$ cat src/rtl/core/rpm_pkg.sv
// Shared widths, codes and register map of the resampled preview mixer.
package rpm_pkg;

   localparam int SAMPLE_W   = 16;
   localparam int RENDER_W   = 18;
   localparam int OUT_W      = 16;
   localparam int RATE_W     = 21;
   localparam int PHASE_W    = 16;
   localparam int OP_W       = 2;
   localparam int WHOLE_W    = RATE_W + 1 - PHASE_W;
   localparam int CSR_ADDR_W = 3;
   localparam int CSR_DATA_W = 32;

   localparam logic [RATE_W-1:0] RATE_RESET = RATE_W'(65536);

   // Register select taken from the word address bit.
   localparam logic CSR_REG_RATE   = 1'b0;
   localparam logic CSR_REG_ENABLE = 1'b1;

   typedef enum logic [OP_W-1:0] {
      OP_PUSH    = 2'd0,
      OP_RENDER  = 2'd1,
      OP_RESTART = 2'd2
   } op_type;

   typedef struct packed {
      logic render;
      logic mixed;
      logic dropped;
   } stage_ctl_type;

endpackage

$ cat src/rtl/core/rpm_if.sv
// Item channels of the resampled preview mixer: request and response.
interface rpm_req_if;
   logic                                valid;
   logic                                ready;
   logic [rpm_pkg::OP_W-1:0]            operation;
   logic signed [rpm_pkg::SAMPLE_W-1:0] source_sample;
   logic signed [rpm_pkg::RENDER_W-1:0] render_left;
   logic signed [rpm_pkg::RENDER_W-1:0] render_right;

   modport source (output valid, operation, source_sample, render_left, render_right,
                   input ready);
   modport sink   (input valid, operation, source_sample, render_left, render_right,
                   output ready);
endinterface

interface rpm_rsp_if #(parameter int LEVEL_W = 9);
   logic                             valid;
   logic                             ready;
   logic signed [rpm_pkg::OUT_W-1:0] left_out;
   logic signed [rpm_pkg::OUT_W-1:0] right_out;
   logic                             preview_mixed;
   logic                             sample_dropped;
   logic [LEVEL_W-1:0]               store_level;

   modport source (output valid, left_out, right_out, preview_mixed, sample_dropped,
                   store_level, input ready);
   modport sink   (input valid, left_out, right_out, preview_mixed, sample_dropped,
                   store_level, output ready);
endinterface

$ cat src/rtl/core/rpm_mix_lane.sv
// One output channel: adds the preview sample, scales by 32767/65536 and saturates.
module rpm_mix_lane (
   input  logic signed [rpm_pkg::RENDER_W-1:0] render,
   input  logic signed [rpm_pkg::SAMPLE_W-1:0] preview,
   output logic signed [rpm_pkg::OUT_W-1:0]    mixed
);
   import rpm_pkg::*;

   logic signed [19:0] acc;
   logic signed [35:0] prod;
   logic signed [35:0] prod_adj;
   logic signed [19:0] quot;
   logic               ovf;

   // Twice the render sample plus the preview sample.
   assign acc = {render[RENDER_W-1], render, 1'b0}
              + {{(20-SAMPLE_W){preview[SAMPLE_W-1]}}, preview};

   // Times 32767 as a shift and a subtract.
   assign prod = {acc[19], acc, 15'b0} - {{16{acc[19]}}, acc};

   // Bias negative values so the arithmetic shift truncates toward zero.
   assign prod_adj = prod + (prod[35] ? 36'sd65535 : 36'sd0);
   assign quot     = prod_adj[35:16];

   // Saturate when the upper bits are not a sign extension.
   assign ovf = (quot[19:OUT_W-1] != {(21-OUT_W){quot[19]}});

   always_comb begin
      if (ovf) begin
         mixed = quot[19] ? {1'b1, {(OUT_W-1){1'b0}}} : {1'b0, {(OUT_W-1){1'b1}}};
      end else begin
         mixed = quot[OUT_W-1:0];
      end
   end

endmodule

$ cat src/rtl/core/resampled_preview_mixer.sv
// Resampled preview mixer: sample store, phase stepping and stereo saturating mix.
// A result passes the store read and first stage registers, then the output register.
// Throughput: one item per cycle while the output is not held; the store has one write port and one read port.
// A push writes the store at its accept edge and a render reads it at its accept edge.
// Reset clears indices, fill count, phase, pipeline valids and the enable register, and sets the rate to RATE_RESET.
// The store contents are not cleared; the fill count guards every read.
module resampled_preview_mixer #(
   parameter int STORE_DEPTH = 256
) (
   input  logic                              clock,
   input  logic                              reset,
   rpm_req_if.sink                           req_ch,
   rpm_rsp_if.source                         rsp_ch,
   input  logic                              csr_psel,
   input  logic                              csr_penable,
   input  logic                              csr_pwrite,
   input  logic [rpm_pkg::CSR_ADDR_W-1:0]    csr_paddr,
   input  logic [rpm_pkg::CSR_DATA_W-1:0]    csr_pwdata,
   output logic [rpm_pkg::CSR_DATA_W-1:0]    csr_prdata,
   output logic                              csr_pready
);
   import rpm_pkg::*;

   localparam int ADDR_W  = $clog2(STORE_DEPTH);
   localparam int LEVEL_W = $clog2(STORE_DEPTH + 1);
   localparam int CMP_W   = (LEVEL_W > WHOLE_W) ? LEVEL_W : WHOLE_W;
   localparam logic [LEVEL_W-1:0] DEPTH_L  = LEVEL_W'(STORE_DEPTH);
   localparam logic [ADDR_W-1:0]  LAST_IDX = ADDR_W'(STORE_DEPTH - 1);
   localparam logic [ADDR_W:0]    DEPTH_X  = (ADDR_W + 1)'(STORE_DEPTH);

   // Configuration registers.
   logic [RATE_W-1:0] rate_ff;
   logic              enable_ff;
   logic              csr_wr;

   // Store control state.
   logic [ADDR_W-1:0]  wr_idx_ff, wr_idx_in;
   logic [ADDR_W-1:0]  rd_idx_ff, rd_idx_in;
   logic [LEVEL_W-1:0] fill_ff, fill_in;
   logic [PHASE_W-1:0] phase_ff, phase_in;

   // Sample store.
   logic [SAMPLE_W-1:0] store_mem [STORE_DEPTH];
   logic [SAMPLE_W-1:0] rd_data_ff;

   // Pipeline registers.
   logic                       s1_valid_ff;
   stage_ctl_type              s1_ctl_ff, s1_ctl_in;
   logic [LEVEL_W-1:0]         s1_level_ff;
   logic signed [RENDER_W-1:0] s1_left_ff, s1_right_ff;
   logic                       out_valid_ff;
   logic signed [OUT_W-1:0]    out_left_ff, out_right_ff;
   logic                       out_mixed_ff, out_dropped_ff;
   logic [LEVEL_W-1:0]         out_level_ff;

   logic                       accept;
   logic                       advance;
   logic                       mem_we;
   logic [RATE_W:0]            phase_sum;
   logic [WHOLE_W-1:0]         whole;
   logic [LEVEL_W-1:0]         whole_cap;
   logic [ADDR_W:0]            rd_adv;
   logic [ADDR_W-1:0]          rd_wrap;
   logic [ADDR_W-1:0]          wr_next;
   logic signed [SAMPLE_W-1:0] preview;
   logic signed [OUT_W-1:0]    mix_left, mix_right;

   // Register port: writes complete in the access phase, pready tied high.
   assign csr_pready = 1'b1;
   assign csr_wr     = csr_psel && csr_penable && csr_pwrite;

   always_ff @(posedge clock) begin
      if (reset) begin
         rate_ff   <= RATE_RESET;
         enable_ff <= 1'b0;
      end else if (csr_wr) begin
         unique case (csr_paddr[2])
            CSR_REG_RATE:   rate_ff   <= csr_pwdata[RATE_W-1:0];
            CSR_REG_ENABLE: enable_ff <= csr_pwdata[0];
            default: ;
         endcase
      end
   end

   always_comb begin
      unique case (csr_paddr[2])
         CSR_REG_RATE:   csr_prdata = CSR_DATA_W'(rate_ff);
         CSR_REG_ENABLE: csr_prdata = CSR_DATA_W'(enable_ff);
         default:        csr_prdata = '0;
      endcase
   end

   // Handshake: the whole pipeline moves unless the output item is held.
   assign advance      = !out_valid_ff || rsp_ch.ready;
   assign req_ch.ready = advance;
   assign accept       = req_ch.valid && advance;

   // Phase step and the number of whole samples crossed, capped at the fill.
   assign phase_sum = (RATE_W + 1)'(phase_ff) + (RATE_W + 1)'(rate_ff);
   assign whole     = phase_sum[RATE_W:PHASE_W];
   assign whole_cap = (CMP_W'(whole) > CMP_W'(fill_ff)) ? fill_ff : LEVEL_W'(whole);
   assign rd_adv    = (ADDR_W + 1)'(rd_idx_ff) + (ADDR_W + 1)'(whole_cap);
   assign rd_wrap   = (rd_adv >= DEPTH_X) ? ADDR_W'(rd_adv - DEPTH_X) : ADDR_W'(rd_adv);
   assign wr_next   = (wr_idx_ff == LAST_IDX) ? '0 : wr_idx_ff + ADDR_W'(1);

   // Next store state for the accepted item.
   always_comb begin
      wr_idx_in = wr_idx_ff;
      rd_idx_in = rd_idx_ff;
      fill_in   = fill_ff;
      phase_in  = phase_ff;
      mem_we    = 1'b0;
      s1_ctl_in = '0;
      if (accept) begin
         case (op_type'(req_ch.operation))
            OP_PUSH: begin
               if (fill_ff == DEPTH_L) begin
                  s1_ctl_in.dropped = 1'b1;
               end else begin
                  mem_we    = 1'b1;
                  wr_idx_in = wr_next;
                  fill_in   = fill_ff + LEVEL_W'(1);
               end
            end
            OP_RENDER: begin
               s1_ctl_in.render = 1'b1;
               if (enable_ff && fill_ff != '0) begin
                  s1_ctl_in.mixed = 1'b1;
                  phase_in        = phase_sum[PHASE_W-1:0];
                  rd_idx_in       = rd_wrap;
                  fill_in         = fill_ff - whole_cap;
               end
            end
            OP_RESTART: begin
               wr_idx_in = '0;
               rd_idx_in = '0;
               fill_in   = '0;
               phase_in  = '0;
            end
            default: ;
         endcase
      end
   end

   always_ff @(posedge clock) begin
      if (reset) begin
         wr_idx_ff <= '0;
         rd_idx_ff <= '0;
         fill_ff   <= '0;
         phase_ff  <= '0;
      end else begin
         wr_idx_ff <= wr_idx_in;
         rd_idx_ff <= rd_idx_in;
         fill_ff   <= fill_in;
         phase_ff  <= phase_in;
      end
   end

   // Store write on push, registered read of the head entry.
   always_ff @(posedge clock) begin
      if (mem_we) begin
         store_mem[wr_idx_ff] <= req_ch.source_sample;
      end
      if (advance) begin
         rd_data_ff <= store_mem[rd_idx_ff];
      end
   end

   // First stage: item control and render samples wait for the store data.
   always_ff @(posedge clock) begin
      if (reset) begin
         s1_valid_ff <= 1'b0;
      end else if (advance) begin
         s1_valid_ff <= req_ch.valid;
      end
   end

   always_ff @(posedge clock) begin
      if (advance) begin
         s1_ctl_ff   <= s1_ctl_in;
         s1_level_ff <= fill_in;
         s1_left_ff  <= req_ch.render_left;
         s1_right_ff <= req_ch.render_right;
      end
   end

   // Mix both channels with the head sample when one was taken.
   assign preview = s1_ctl_ff.mixed ? $signed(rd_data_ff) : '0;

   rpm_mix_lane u_mix_left (
      .render  (s1_left_ff),
      .preview (preview),
      .mixed   (mix_left)
   );

   rpm_mix_lane u_mix_right (
      .render  (s1_right_ff),
      .preview (preview),
      .mixed   (mix_right)
   );

   // Output register.
   always_ff @(posedge clock) begin
      if (reset) begin
         out_valid_ff <= 1'b0;
      end else if (advance) begin
         out_valid_ff <= s1_valid_ff;
      end
   end

   always_ff @(posedge clock) begin
      if (advance) begin
         out_left_ff    <= s1_ctl_ff.render ? mix_left : '0;
         out_right_ff   <= s1_ctl_ff.render ? mix_right : '0;
         out_mixed_ff   <= s1_ctl_ff.mixed;
         out_dropped_ff <= s1_ctl_ff.dropped;
         out_level_ff   <= s1_level_ff;
      end
   end

   assign rsp_ch.valid          = out_valid_ff;
   assign rsp_ch.left_out       = out_left_ff;
   assign rsp_ch.right_out      = out_right_ff;
   assign rsp_ch.preview_mixed  = out_mixed_ff;
   assign rsp_ch.sample_dropped = out_dropped_ff;
   assign rsp_ch.store_level    = out_level_ff;

   // The fill count never exceeds the store depth.
   a_fill_bound: assert property (@(posedge clock) disable iff (reset)
      fill_ff <= DEPTH_L)
      else $error("fill count above store depth");

   // An empty or full store has its indices aligned.
   a_index_align: assert property (@(posedge clock) disable iff (reset)
      (fill_ff == '0 || fill_ff == DEPTH_L) |-> wr_idx_ff == rd_idx_ff)
      else $error("store indices disagree with fill count");

   // A restart leaves the store empty and the phase at zero.
   a_restart: assert property (@(posedge clock) disable iff (reset)
      (accept && req_ch.operation == OP_RESTART) |=> (fill_ff == '0 && phase_ff == '0))
      else $error("restart did not clear the store state");

   // A stalled first stage keeps its item.
   a_stage_hold: assert property (@(posedge clock) disable iff (reset)
      (s1_valid_ff && !advance) |=> (s1_valid_ff && $stable(s1_level_ff)))
      else $error("first stage item lost during stall");

endmodule

$ cat src/flat_wrapper.sv
// flat-port wrapper written by rule: the top's interface ports become plain ports
module resampled_preview_mixer_flat import rpm_pkg::*;
#(
   parameter int STORE_DEPTH = 256
)
  (clock, reset, csr_psel, csr_penable, csr_pwrite, csr_paddr, csr_pwdata, csr_prdata, csr_pready, req_ch_valid, req_ch_operation, req_ch_source_sample, req_ch_render_left, req_ch_render_right, req_ch_ready, rsp_ch_valid, rsp_ch_left_out, rsp_ch_right_out, rsp_ch_preview_mixed, rsp_ch_sample_dropped, rsp_ch_store_level, rsp_ch_ready);
  rpm_req_if req_ch_i ();
  rpm_rsp_if #(.LEVEL_W(9)) rsp_ch_i ();
  input  logic clock;
  input  logic reset;
  input  logic csr_psel;
  input  logic csr_penable;
  input  logic csr_pwrite;
  input  logic [rpm_pkg::CSR_ADDR_W-1:0] csr_paddr;
  input  logic [rpm_pkg::CSR_DATA_W-1:0] csr_pwdata;
  output logic [rpm_pkg::CSR_DATA_W-1:0] csr_prdata;
  output logic csr_pready;
  input wire logic [$bits(req_ch_i.valid)-1:0] req_ch_valid;
  input wire logic [$bits(req_ch_i.operation)-1:0] req_ch_operation;
  input wire logic [$bits(req_ch_i.source_sample)-1:0] req_ch_source_sample;
  input wire logic [$bits(req_ch_i.render_left)-1:0] req_ch_render_left;
  input wire logic [$bits(req_ch_i.render_right)-1:0] req_ch_render_right;
  output wire logic [$bits(req_ch_i.ready)-1:0] req_ch_ready;
  output wire logic [$bits(rsp_ch_i.valid)-1:0] rsp_ch_valid;
  output wire logic [$bits(rsp_ch_i.left_out)-1:0] rsp_ch_left_out;
  output wire logic [$bits(rsp_ch_i.right_out)-1:0] rsp_ch_right_out;
  output wire logic [$bits(rsp_ch_i.preview_mixed)-1:0] rsp_ch_preview_mixed;
  output wire logic [$bits(rsp_ch_i.sample_dropped)-1:0] rsp_ch_sample_dropped;
  output wire logic [$bits(rsp_ch_i.store_level)-1:0] rsp_ch_store_level;
  input wire logic [$bits(rsp_ch_i.ready)-1:0] rsp_ch_ready;
  assign req_ch_i.valid = req_ch_valid;
  assign req_ch_i.operation = req_ch_operation;
  assign req_ch_i.source_sample = req_ch_source_sample;
  assign req_ch_i.render_left = req_ch_render_left;
  assign req_ch_i.render_right = req_ch_render_right;
  assign req_ch_ready = req_ch_i.ready;
  assign rsp_ch_valid = rsp_ch_i.valid;
  assign rsp_ch_left_out = rsp_ch_i.left_out;
  assign rsp_ch_right_out = rsp_ch_i.right_out;
  assign rsp_ch_preview_mixed = rsp_ch_i.preview_mixed;
  assign rsp_ch_sample_dropped = rsp_ch_i.sample_dropped;
  assign rsp_ch_store_level = rsp_ch_i.store_level;
  assign rsp_ch_i.ready = rsp_ch_ready;
  resampled_preview_mixer #(.STORE_DEPTH(STORE_DEPTH)) u_core (.clock(clock), .reset(reset), .req_ch(req_ch_i), .rsp_ch(rsp_ch_i), .csr_psel(csr_psel), .csr_penable(csr_penable), .csr_pwrite(csr_pwrite), .csr_paddr(csr_paddr), .csr_pwdata(csr_pwdata), .csr_prdata(csr_prdata), .csr_pready(csr_pready));
endmodule
$ cat config.mk
export PLATFORM = sky130hd
export DESIGN_NAME = resampled_preview_mixer_flat
export DESIGN_NICKNAME = d
export VERILOG_FILES = /design/src/rtl/core/rpm_pkg.sv /design/src/rtl/core/rpm_if.sv /design/src/rtl/core/rpm_mix_lane.sv /design/src/rtl/core/resampled_preview_mixer.sv /design/src/flat_wrapper.sv
export SDC_FILE = /design/constraint.sdc
export NUM_CORES = 2
export LEC_CHECK = 0
export BUFFER_PORTS_ARGS = -buffer_cell sky130_fd_sc_hd__buf_2
export CAP_MARGIN = 20
export CORE_ASPECT_RATIO = 0.6
export CORE_MARGIN = 2
export CORE_UTILIZATION = 40
export DETAILED_ROUTE_END_ITERATION = 16
export GPL_ROUTABILITY_DRIVEN = 0
export SETUP_SLACK_MARGIN = 0.4
export SLEW_MARGIN = 25
export SYNTH_ARGS = -nofsm -noshare
export SYNTH_HDL_FRONTEND = slang
export SYNTH_SLANG_ARGS = --single-unit
$ cat constraint.sdc
create_clock -name clock -period 15.4 [get_ports clock]
set_clock_uncertainty 0.15 [all_clocks]
set_input_delay 2.31 -clock clock [delete_from_list [all_inputs] [get_ports clock]]
set_output_delay 2.31 -clock clock [all_outputs]
set_load 0.01 [all_outputs]
==> results by group <==
Run status
  – Outcome: finished clean

Timing
  – Slew margin rel.: 0.228
  – RSZ-0062 raised after global routing: no
  – Worst setup margin: 4.03 ns
  – Worst Tran Pin Value: 1.15 ns
  – Endpoints failing hold: 0
  – Period utilization: 0.738
  – Setup violations, final: 0
  – Max Freq: 88.0 MHz
  – Setup tns final: 0 ns
  – Period minus WS final: 11.37 ns
  – Final Slew Violations: 0

Synth
  – Post-synth EDFFs: 4203
  – Top-count cell post-synth: edfxtp_1
  – Most area-consuming cells after synthesis: edfxtp_1 (73%), mux4_2 (18%), ha_1 (0.89%), nor2_1 (0.83%), dfxtp_1 (0.76%)
  – Synthesized area: 172000 sq um
  – Synth cell types: 113
  – Top cells by count, synth: edfxtp_1 (4203), mux4_2 (1360), nor2_1 (382), clkbuf_1 (303), nand2_1 (193)
  – Synth Register Bits: 4268
  – Yosys top cell by area: edfxtp_1
  – Leading register cell type out of synthesis: edfxtp_1
  – Yosys top cell area share: 0.733
  – Cells after synthesis: 7989
  – Asr flop ratio synth: 0
  – Mean Syn Cell Area: 21.5 sq um
  – Seq/Total Area, Yosys: 0.741
  – Ys Warns: 0

Setup path
  – Max incr delay on CP: 0.99 ns
  – Delay-heaviest family, CP: compound AO/OA/AOI/OAI gates
  – CP required: 15.89 ns
  – Crit path buffers/inverters: 3
  – Arr. time, crit path: 11.86 ns
  – Critical path class: register to register
  – Crit Path Max Fanout: 33
  – Slowest-stage cell, CP: edfxtp_1
  – CP endpoint kind: register
  – CP Launch Type: register

Placed design
  – IO Port Bufs: 148
  – Pre-CTS WS: 4.50 ns
  – HPWL Detailed: 270 mm
  – Dpl cells: 13800

Route
  – Total Wirelength: 451 mm
  – Average wire per cell in the routed design: 31.2 um
  – Vias: 86100
  – Pre-Repair DR Iteration Count: 7
  – Detail Route Antenna Nets: 0
  – DR vias/cell: 5.94
  – Residual DRC: 0
  – Drt initial violations: 13800

Floorplan
  – Initial Utilization: 0.402
  – Core area: 428000 sq um
  – Chip height: 512 um
  – Placement row count: 186
  – IO Count: 174
  – Horiz. Die Dim: 851 um
  – Die ar.: 436000 sq um

Finish
  – Share of post-route cells with drive strength above 1: 0.293
  – Area grow syn2layout: 12.5%
  – Fillers: 35400
  – Post-layout nets: 8653
  – Final std cells w/o fill: 14500

Global route
  – Largest net degree at the start of global routing: 179
  – Global-route wire length before repair: 633 mm
  – Initial antenna violation count: 47
  – Number of global-route vias before repair: 82300
  – Total grt overflow: 0
  – Total track usage: 0.202

CTS
  – H-tree Lvls: 5
  – Clock latency on the worst-skew pair: 0.96 ns
  – Cts repair resizes: 0
  – Hold_buf cts: 0
  – Clk slew on worst S/H paths: 0.07 ns
  – Total CTS buffers: 370
  – # clock sinks: 4268
  – Longest Clk Path Bufs: 4
  – Buffer count from post-CTS setup fixing: 0
  – Clk Tree Root Cell: clkbuf_16
  – CTS tree: done

Flow run
  – Max_cap viols: 0

Power and ir drop
  – PD cells: 119 nW/um^2
  – P_leak: 58.2 nW
  – Peak VDD IR: 0.0972 mV

Hold path
  – Worst min path class: register to register
[registers in the layout, indices dropped and copies added (netlist names)]
register / cells
u_core.rsp_ch.preview_mixed: 1
u_core.s1_level_ff: 9
u_core.fill_ff: 9
u_core.phase_ff: 16
u_core.s1_left_ff: 18
u_core.s1_right_ff: 18
u_core.store_mem: 4096
u_core.rsp_ch.valid: 1
u_core.rsp_ch.left_out: 16
u_core.s1_ctl_ff: 3
u_core.s1_valid_ff: 1
u_core.enable_ff: 1
u_core.rate_ff: 21
u_core.rd_data_ff: 16
u_core.wr_idx_ff: 8
u_core.rsp_ch.sample_dropped: 1
u_core.rsp_ch.right_out: 16
u_core.rd_idx_ff: 8
u_core.rsp_ch.store_level: 9
[area by class of cell]
| cell class | count | area [sq um] | area share |
|---|---|---|---|
| tap | 5734 | 7170 | 0.0371 |
| clock buffer | 450 | 9820 | 0.0507 |
| clock inverter | 218 | 1990 | 0.0103 |
| multi-input combinational | 3211 | 42900 | 0.222 |
| sequential | 4268 | 128000 | 0.659 |
| antenna | 27 | 67.6 | 0.000349 |
| timing repair buffer | 499 | 3780 | 0.0195 |
| inverter | 79 | 299 | 0.00154 |
[logic make-up (layout without fill, tap and decap cells)]
logic type | after synthesis | in the layout | synth area share
adders and majority gates | 132 | 132 | 0.00976
xor gates and xnor gates | 131 | 131 | 0.00682
other | 2 | 40 | 0.0000436
buffers and inverters | 521 | 1246 | 0.0120
DFF | 4268 | 4268 | 0.741
and+or+nand+nor | 967 | 967 | 0.0270
AOI/OAI and AO/OA | 588 | 588 | 0.0243
muxes | 1380 | 1380 | 0.179
[report_power, final]
part	internal, W	switching [W]	total (W)	leakage (nW)
Combinational	0.000261	0.000656	0.000918	13.9
Sequential	0.0128	0.0000194	0.0128	38.5
Clock	0.00510	0.00423	0.00933	5.79
Total	0.0181	0.00491	0.0230	58.2
[path summary, 6_finish.rpt]
path                                  endpoint  slack (ns)             startpoint  cells past startpoint
setup reg to reg     u_core.rsp_ch.left_out[8]        4.03    u_core.s1_ctl_ff[1]                     27
hold / removal    u_core.rsp_ch.store_level[1]        0.24  u_core.s1_level_ff[1]                      0
setup / recovery     u_core.rsp_ch.left_out[8]        4.03    u_core.s1_ctl_ff[1]                     27
hold reg to reg   u_core.rsp_ch.store_level[1]        0.24  u_core.s1_level_ff[1]                      0
[placed cells by master (no fill, tap or decap), types with 16 or more instances in the layout]
cell type and count:
nand2b_1 19, buf_4 326, buf_8 16, and3_1 18
nand4_1 32, clkbuf_16 379, a21oi_1 148, xnor2_1 93
and2_1 30, nor3_1 67, nand3_1 60, clkbuf_1 63
a21o_1 40, xor2_1 35, diode_2 27, nor2_2 44
dfxtp_1 58, or3_1 22, nand2_1 180, o21bai_1 17
inv_1 74, a22oi_1 22, a31oi_1 20, nor2_1 322
mux4_2 1360, ha_1 123, nor4_1 17, buf_2 132
clkinv_2 72, a211oi_1 31, o21ai_0 92, edfxtp_1 4203
o21a_1 24, bufinv_16 33, clkinv_1 84, nor2b_1 53
o211ai_1 19, nor2_4 16
[per-layer routing]
layer	global-route usage	wire length, um
met3	0.0544	53100
met5	0	138
met1	0.331	205000
met2	0.273	186000
met4	0.0329	7200
[stage by stage]
stage	hold WS (ns)	util	area (sq um)	total power, W
finish	0.241	0.452	194000	0.0230
global route	0.259	0.452	193000	0.0237
CTS	0.263	0.452	193000	0.0232
detailed placement	0.263	0.424	182000	0.0139
global placement	0.256	0.424	181000	0.0139
floorplan	0.250	-	172000	0.0135
No activity file was read; power rests on OpenSTA's default activity.
